[config.mk]
export PLATFORM = sky130hd
export DESIGN_NAME = record_stream_lcg_xor_decoder
export DESIGN_NICKNAME = d
export VERILOG_FILES = /design/src/rtl/rslxd_pkg.sv /design/src/rtl/record_stream_lcg_xor_decoder.sv
export VERILOG_INCLUDE_DIRS = /design/src /design/src/rtl
export SDC_FILE = /design/constraint.sdc
export NUM_CORES = 1
export LEC_CHECK = 0
export BUFFER_PORTS_ARGS = -buffer_cell sky130_fd_sc_hd__buf_2
export CORE_UTILIZATION = 45
export DETAILED_ROUTE_END_ITERATION = 7
export GPL_TIMING_DRIVEN = 0
export SLEW_MARGIN = 10
export SYNTH_ARGS = -nofsm -noshare
export SYNTH_HDL_FRONTEND = slang
export SYNTH_SLANG_ARGS = --single-unit
[constraint.sdc]
create_clock -name clk_i -period 12.6 [get_ports clk_i]
set_input_delay 0.63 -clock clk_i [delete_from_list [all_inputs] [get_ports clk_i]]
set_output_delay 0.63 -clock clk_i [all_outputs]
set_load 0.01 [all_outputs]
[src/rtl/record_stream_lcg_xor_decoder_defines.svh]
// assertion helpers for the record stream decoder
`ifndef RECORD_STREAM_LCG_XOR_DECODER_DEFINES_SVH
`define RECORD_STREAM_LCG_XOR_DECODER_DEFINES_SVH

// clocked on clk_i, quiet while rst_ni is low
`define RSLXD_ASSERT(name, prop, msg) \
  name: assert property (@(posedge clk_i) disable iff (!rst_ni) prop) else $error(msg);

// clocked on clk_i, checked during reset as well
`define RSLXD_ASSERT_ALWAYS(name, prop, msg) \
  name: assert property (@(posedge clk_i) prop) else $error(msg);

`endif

[src/rtl/rslxd_pkg.sv]
package rslxd_pkg;

  localparam int unsigned OFFSET_BITS_DEFAULT = 32;

  // 69069 mod 256: only the low key byte is ever used
  localparam logic [7:0] KEY_MUL_LOW = 8'hCD;
  localparam logic [7:0] MAGIC_FIRST = 8'h50;   // 'P'
  localparam logic [7:0] MAGIC_SECOND = 8'h45;  // 'E'
  localparam logic [31:0] MIN_FILE_SIZE = 32'd4;
  localparam logic [7:0] NEWLINE_BYTE = 8'h0A;

  typedef enum logic [1:0] {
    KIND_DATA    = 2'd0,
    KIND_NEWLINE = 2'd1,
    KIND_SUMMARY = 2'd2
  } kind_e;

  typedef enum logic [5:0] {
    PH_MAGIC0 = 6'b000001,
    PH_MAGIC1 = 6'b000010,
    PH_LEN_LO = 6'b000100,
    PH_LEN_HI = 6'b001000,
    PH_DATA   = 6'b010000,
    PH_STOP   = 6'b100000
  } phase_e;

  typedef struct packed {
    kind_e      kind;
    logic [7:0] data;
    logic       invalid;
    logic       last;
  } result_t;

endpackage

[src/rtl/record_stream_lcg_xor_decoder.sv]
// record stream xor decoder
// input channel: one file byte per beat (in_byte_i, file_last_i on the final
//   byte), in_valid_i / in_ready_o
// config channel: cfg_valid_i / cfg_ready_o carries total_size_i, the byte
//   length of the next file; always ready, write only while idle
// output channel: out_valid_o / out_ready_i with kind_o, out_byte_o,
//   invalid_input_o and run_last_o; an input byte causes zero to three
//   results, run_last_o marks the last one of that byte
// latency: a byte's first result is presented the cycle after its beat
// throughput: one byte per cycle while each byte yields at most one result and
//   the receiver takes every result; a byte that yields more results holds the
//   input side while the single output port drains the three-entry result register
// the input side takes a new beat while the final pending result is being
//   taken, so back-to-back bytes flow without bubbles
// a stalled receiver holds all pending results and the input side waits
// reset clears the parser to expect the first magic byte and total_size to 0
// after each summary beat the parser returns to its reset state
`include "record_stream_lcg_xor_decoder_defines.svh"

module record_stream_lcg_xor_decoder #(
  parameter int unsigned OFFSET_BITS = rslxd_pkg::OFFSET_BITS_DEFAULT
) (
  input  logic        clk_i,
  input  logic        rst_ni,
  // configuration
  input  logic        cfg_valid_i,
  output logic        cfg_ready_o,
  input  logic [31:0] total_size_i,
  // file bytes in
  input  logic        in_valid_i,
  output logic        in_ready_o,
  input  logic [7:0]  in_byte_i,
  input  logic        file_last_i,
  // results out
  output logic        out_valid_o,
  input  logic        out_ready_i,
  output logic [1:0]  kind_o,
  output logic [7:0]  out_byte_o,
  output logic        invalid_input_o,
  output logic        run_last_o
);
  import rslxd_pkg::*;

  // compare width covers offset + 1 + 16-bit length against a 32-bit size
  localparam int unsigned CMP_W = ((OFFSET_BITS > 32) ? OFFSET_BITS : 32) + 2;

  logic [31:0]            total_q;
  logic [OFFSET_BITS-1:0] off_q, off_d;
  phase_e                 phase_q, phase_d;
  logic [7:0]             key_q, key_d;
  logic [15:0]            left_q, left_d;
  logic [7:0]             len_lo_q, len_lo_d;
  logic                   rej_q, rej_d;

  result_t                res_q [3];
  result_t                res_d [3];
  result_t                new_res [3];
  logic [1:0]             cnt_q, cnt_d;
  logic [1:0]             new_cnt;

  logic                   in_fire, out_fire;

  assign cfg_ready_o = 1'b1;
  assign in_ready_o  = (cnt_q == 2'd0) || ((cnt_q == 2'd1) && out_ready_i);
  assign in_fire     = in_valid_i && in_ready_o;
  assign out_valid_o = (cnt_q != 2'd0);
  assign out_fire    = out_valid_o && out_ready_i;

  assign kind_o          = res_q[0].kind;
  assign out_byte_o      = res_q[0].data;
  assign invalid_input_o = res_q[0].invalid;
  assign run_last_o      = res_q[0].last;

  // per-byte parse step: wide offset adds and compares, one 8x8 multiply
  always_comb begin
    logic [CMP_W-1:0] off_x;
    logic [CMP_W-1:0] tot_x;
    logic [CMP_W-1:0] off_p1;
    logic [15:0]      len;
    logic [15:0]      prod;
    phase_e           ph;
    logic             inv;

    off_x  = CMP_W'(off_q);
    tot_x  = CMP_W'(total_q);
    off_p1 = off_x + CMP_W'(1);
    len    = {in_byte_i, len_lo_q};
    prod   = {8'h00, key_q} * {8'h00, KEY_MUL_LOW};
    inv    = 1'b0;

    phase_d  = phase_q;
    key_d    = key_q;
    left_d   = left_q;
    len_lo_d = len_lo_q;
    rej_d    = rej_q;
    new_cnt  = 2'd0;
    for (int i = 0; i < 3; i++) begin
      new_res[i] = '{kind: KIND_DATA, data: 8'h00, invalid: 1'b0, last: 1'b0};
    end

    // bytes past the declared size end the parse
    ph = phase_q;
    if ((off_x >= tot_x) && (phase_q != PH_MAGIC0)) begin
      ph = PH_STOP;
    end

    case (ph)
      PH_MAGIC0: begin
        if ((total_q < MIN_FILE_SIZE) || (in_byte_i != MAGIC_FIRST)) begin
          rej_d   = 1'b1;
          phase_d = PH_STOP;
        end else begin
          phase_d = PH_MAGIC1;
        end
      end
      PH_MAGIC1: begin
        if (in_byte_i != MAGIC_SECOND) begin
          rej_d   = 1'b1;
          phase_d = PH_STOP;
        end else begin
          phase_d = PH_LEN_LO;
        end
      end
      PH_LEN_LO: begin
        if (off_p1 >= tot_x) begin
          phase_d = PH_STOP;
        end else begin
          len_lo_d = in_byte_i;
          key_d    = off_q[7:0] | 8'h01;
          phase_d  = PH_LEN_HI;
        end
      end
      PH_LEN_HI: begin
        if ((off_p1 + CMP_W'(len)) > tot_x) begin
          phase_d = PH_STOP;
        end else if (len == 16'd0) begin
          new_res[new_cnt] = '{kind: KIND_NEWLINE, data: NEWLINE_BYTE,
                               invalid: 1'b0, last: 1'b0};
          new_cnt = new_cnt + 2'd1;
          phase_d = PH_LEN_LO;
        end else begin
          left_d  = len;
          phase_d = PH_DATA;
        end
      end
      PH_DATA: begin
        key_d = prod[7:0];
        new_res[new_cnt] = '{kind: KIND_DATA, data: in_byte_i ^ prod[7:0],
                             invalid: 1'b0, last: 1'b0};
        new_cnt = new_cnt + 2'd1;
        left_d  = left_q - 16'd1;
        if (left_q == 16'd1) begin
          new_res[new_cnt] = '{kind: KIND_NEWLINE, data: NEWLINE_BYTE,
                               invalid: 1'b0, last: 1'b0};
          new_cnt = new_cnt + 2'd1;
          phase_d = PH_LEN_LO;
        end else begin
          phase_d = PH_DATA;
        end
      end
      default: begin
        phase_d = PH_STOP;
      end
    endcase

    off_d = off_q + OFFSET_BITS'(1);

    // summary on the file's final byte, then back to the reset state
    if (file_last_i) begin
      inv = rej_d || (phase_d == PH_MAGIC0) || (phase_d == PH_MAGIC1);
      new_res[new_cnt] = '{kind: KIND_SUMMARY, data: 8'h00,
                           invalid: inv, last: 1'b0};
      new_cnt  = new_cnt + 2'd1;
      off_d    = '0;
      phase_d  = PH_MAGIC0;
      key_d    = 8'h00;
      left_d   = 16'd0;
      len_lo_d = 8'h00;
      rej_d    = 1'b0;
    end

    if (new_cnt != 2'd0) begin
      new_res[new_cnt - 2'd1].last = 1'b1;
    end
  end

  // result register: fresh results load at the head, otherwise shift on a taken beat
  always_comb begin
    res_d = res_q;
    cnt_d = cnt_q;
    if (in_fire) begin
      res_d = new_res;
      cnt_d = new_cnt;
    end else if (out_fire) begin
      res_d[0] = res_q[1];
      res_d[1] = res_q[2];
      cnt_d    = cnt_q - 2'd1;
    end
  end

  always_ff @(posedge clk_i or negedge rst_ni) begin
    if (!rst_ni) begin
      total_q  <= '0;
      off_q    <= '0;
      phase_q  <= PH_MAGIC0;
      key_q    <= '0;
      left_q   <= '0;
      len_lo_q <= '0;
      rej_q    <= 1'b0;
      cnt_q    <= '0;
    end else begin
      if (cfg_valid_i && cfg_ready_o) begin
        total_q <= total_size_i;
      end
      if (in_fire) begin
        off_q    <= off_d;
        phase_q  <= phase_d;
        key_q    <= key_d;
        left_q   <= left_d;
        len_lo_q <= len_lo_d;
        rej_q    <= rej_d;
      end
      cnt_q <= cnt_d;
    end
  end

  always_ff @(posedge clk_i) begin
    res_q <= res_d;
  end

  // a stalled head result keeps the pending count
  `RSLXD_ASSERT(a_stall_holds_count, out_valid_o && !out_ready_i |=> $stable(cnt_q), "pending count moved under stall")
  // a summary is always the final result of its byte
  `RSLXD_ASSERT(a_summary_is_last, out_valid_o && (kind_o == KIND_SUMMARY) |-> run_last_o, "summary without run_last")
  // the final file byte leaves a summary pending and a cleared offset
  `RSLXD_ASSERT(a_last_resets, in_fire && file_last_i |=> (cnt_q != 2'd0) && (off_q == '0) && (phase_q == PH_MAGIC0), "file end did not restart parser")
  // a byte taken after the parse stopped yields nothing unless it ends the file
  `RSLXD_ASSERT(a_stop_silent, in_fire && (phase_q == PH_STOP) && !file_last_i |=> cnt_q == 2'd0, "output after parse stop")

endmodule

==> impl_results.md <==
- Endpoint class of the critical path: flip-flop
- DPL Wire Length: between 20000 and 30000 µm
- Clk Latency, worst-skew pair: about 0.43 ns
- Die area: 24370 µm²
- Synth Area in Simple Gates: 18.40%
- Clock Sinks: 124
- H-Tree Depth: 4
- Syn Area/Cell: around 8.7 µm²
- Post-Syn Instances: around 1200
- Syn. warnings: 0
- Worst r2r src: off_q[2]
- Max-Cap Viols: 0
- #FFs+latches synth: around 120
- Crit share post-route: between 60% and 70%
- Slowest CP cell: nor4_1
- CTS hold repair buffers: 0
- Worst path bufs/invs: 2
- CTS Buffer Depth: 2
- Root buffer cell: clkbuf_16
- Setup TNS: 0 ns
- Status: complete, no violations
- Initial DRC Count: 839
- Vias in the first global route: between 9000 and 10000
- Mux contribution to synthesized area: 2.903%
- Post-CTS Resized: 0
- Top_reg_cell synth: dfrtp_1
- Number of buffers created by CTS: 17
- Crit-path leading delay family: simple AND/OR/NAND/NOR gates
- EDFF count, synth: 19
- Post-DR vias/cell: slightly below 6
- Crit Path Max Fanout: 9
- Layout cells sized above 1: 11.71%
- Final worst slack: 4.146 ns
- Largest net degree at the start of global routing: a little under 60
- Row count: 56
- Final wirelength: 32970 µm
- Fraction of registers with async set/reset: between 80% and 90%
- Core Region: between 20000 and 25000 µm²
- Adder-Cell Fraction of Synth Area: 17.26%
- Least-Margin Pin Slew: 1.064 ns
- Largest stage delay on the critical path: just under 1 ns
- RSZ-0062 raised after global routing: false
- Final #Nets: roughly 1500
- Global Route Usage Sum: 28.01%
- Clock-pin slew on the worst setup and hold paths: roughly 0.06 ns
- Vias: a little under 10000
- Starting density of the core: ~46%
- Setup WS pre-CTS: 4.397 ns
- Reg2reg end: run_last_o
- Syn nets: roughly 1400
- Main combinational cell family by area after synthesis: compound AO/OA/AOI/OAI gates
- Mapped cell area: approximately 11000 µm²
- Leak Pwr: roughly 5.5 nW
- Max-slew headroom: about 28%
- Residual DRC: 0
- Final setup fails: 0
- GRT overflow: 0
- Worst r2r path cells: 27
- Port buffer count: 58
- Hold Violations, Final: 0
- Fin. max-slew vios: 0
- Req. time, crit path: 12.88 ns
- Hold Path Class: primary input to asynchronous set/reset pin
- Setup crit start kind: flip-flop
- Antenna diodes: 0
- Post-route ant nets: 0
- Crit path DAT: between 8 and 9 ns
- Global-route wire length before repair: 51200 µm
- R2R Setup Slk: 4.15 ns
- Final GP Congestion: about 0.9
- Die height: 156.1 µm
- DRT Pass-1 Iters: 8
- Count of cell types in the netlist: roughly 90
- Io pins: just over 60
- Initial antenna violation count: 0
- Post-CTS setup buffer count: 0
- Critical path type: flip-flop to flip-flop
- Post-synthesis compound-gate area fraction: between 10% and 20%
- Final min period: approximately 8.5 ns
- Routed length per placed instance: roughly 20 µm
- Skew final: ~0.012 ns
- Layout fillers: approximately 2300
- Syn-to-layout area delta: 12.84%
- Post-synthesis sequential area ratio: about 30%
- Fmax: 118.3 MHz
- Cell area power density: around 160 nW/µm²
- Die width: about 160 µm
- CP dominant cell by count: ha_1
- Post-synthesis xor/xnor area fraction: ~6.6%
- VDD IR max: 0.07916 mV
- CTS tree: yes
layout by cell type (no fill, tap or decap), drive strengths merged, types with 9 or more instances in the layout:
master  synthesis  final
and3           17     17
xnor2          61     61
clkbuf         31     53
a21o           21     21
buf            30     89
a21oi          67     67
nand4          29     29
nand3          38     38
nand2         138    138
a22o           10     10
nor4           22     22
mux2i          22     22
o21ai          90     90
and2           11     11
xor2           16     16
inv            81     83
o21a           12     12
ha            141    141
nor3           39     39
edfxtp         19     19
o31ai          19     19
nor2           61     61
nor2b           9      9
o211ai         17     17
dfrtp         104    104
power by group:
group / switching [mW] / internal, mW
clock: 0.196 / 0.362
combinational: 0.519 / 0.327
sequential: 0.0707 / 0.495
total: 0.786 / 1.18
cells by family (layout without fill, tap and decap cells):
group | after synthesis | after routing
muxes | 30 | 30
other | 1 | 1
buffers and inverters | 143 | 234
DFF | 124 | 124
AOI/OAI and AO/OA | 309 | 309
and+or+nand+nor | 395 | 395
xor gates and xnor gates | 77 | 77
adders and majority gates | 145 | 145
worst max-delay path by stage:
stage	from	end	slack, ns	cells after the start
after floorplan	off_q[2]	run_last_o	6.61	28
after global placement	off_q[2]	out_byte_o[3]	4.40	28
after detailed placement	off_q[2]	out_byte_o[3]	4.40	28
after CTS	off_q[2]	out_byte_o[3]	4.35	28
after global routing	off_q[2]	out_byte_o[1]	3.44	28
final	off_q[2]	run_last_o	4.15	27
registers in the layout, indices dropped and copies added, names as in the netlist:
signal           count
total_q             32
kind_o               2
out_byte_o           8
cnt_q                2
run_last_o           1
key_q                8
res_q                7
off_q               32
rej_q                1
left_q              16
phase_q              6
len_lo_q             8
invalid_input_o      1
cells in the mapped netlist (17+ instances only):
cell type	n	area, µm²
a21o_1	21	157.7
a21oi_1	67	335.3
and3_1	17	106.4
clkbuf_1	27	101.4
dfrtp_1	104	2603
edfxtp_1	19	570.6
ha_1	141	1764
inv_1	81	304.0
mux2i_1	22	220.2
nand2_1	138	518.0
nand3_1	36	180.2
nand4_1	26	162.7
nor2_1	59	221.5
nor3_1	39	195.2
nor4_1	21	131.4
o21ai_0	88	440.4
o31ai_1	19	142.6
xnor2_1	59	516.8
per-stage QoR:
| step | utilization (%) | cell area, µm² | cells | hold slack (ns) | power [mW] |
|---|---|---|---|---|---|
| 4_1_cts | 51.53 | 12060 | 1634 | 0.1631 | 1.967 |
| 3_3_place_gp | 48.62 | 11380 | 1601 | 0.4642 | 1.389 |
| 3_5_place_dp | 48.76 | 11410 | 1602 | 0.4690 | 1.408 |
| 6_report | 51.53 | 12060 | 1634 | 0.1357 | 1.970 |
| 2_1_floorplan | - | 10690 | 1224 | 0.3344 | 1.150 |
| 5_1_grt | 51.53 | 12060 | 1634 | 0.1697 | 2.096 |
area by class of cell:
type | count | area [µm²] | share of cell area (%)
multi-input cells | 957 | 6878 | 57.03
clock buffers | 22 | 464.2 | 3.849
repair buffers | 59 | 324.1 | 2.687
flip-flops and latches | 124 | 3199 | 26.53
plain buffers | 61 | 302.8 | 2.511
inverters | 82 | 307.8 | 2.552
well taps | 319 | 399.1 | 3.309
clock inverters | 10 | 185.2 | 1.535
routing by layer:
metal / track usage (%) / part of all wire, %
met1: 39.69 / 47
met4: 7.190 / 2.0
met5: 0 / 0
met2: 43.79 / 45
met3: 4.944 / 6.3
worst reg2reg max path: stages (launching register included):
cell      delay (ns)
dfrtp_1         0.34
buf_2           0.22
nand3_1         0.22
nor2_1          0.45
and3_1          0.30
and3_1          0.17
clkbuf_1        0.28
nand3_1         0.19
xnor2_1         0.21
ha_1            0.41
o21a_1          0.13
o21ai_0         0.07
nand2b_1        0.16
nand2_1         0.10
a211oi_1        0.73
nand2_1         0.15
xnor2_1         0.18
ha_1            0.32
nand4_1         0.23
nor4_1          0.98
a32oi_1         0.21
o31ai_1         0.16
o41ai_4         0.23
nor4_2          0.67
nor2_1          0.23
ha_1            0.39
o41a_1          0.43
a21oi_1         0.16
Note: power is estimated with default switching activity, not from simulation.
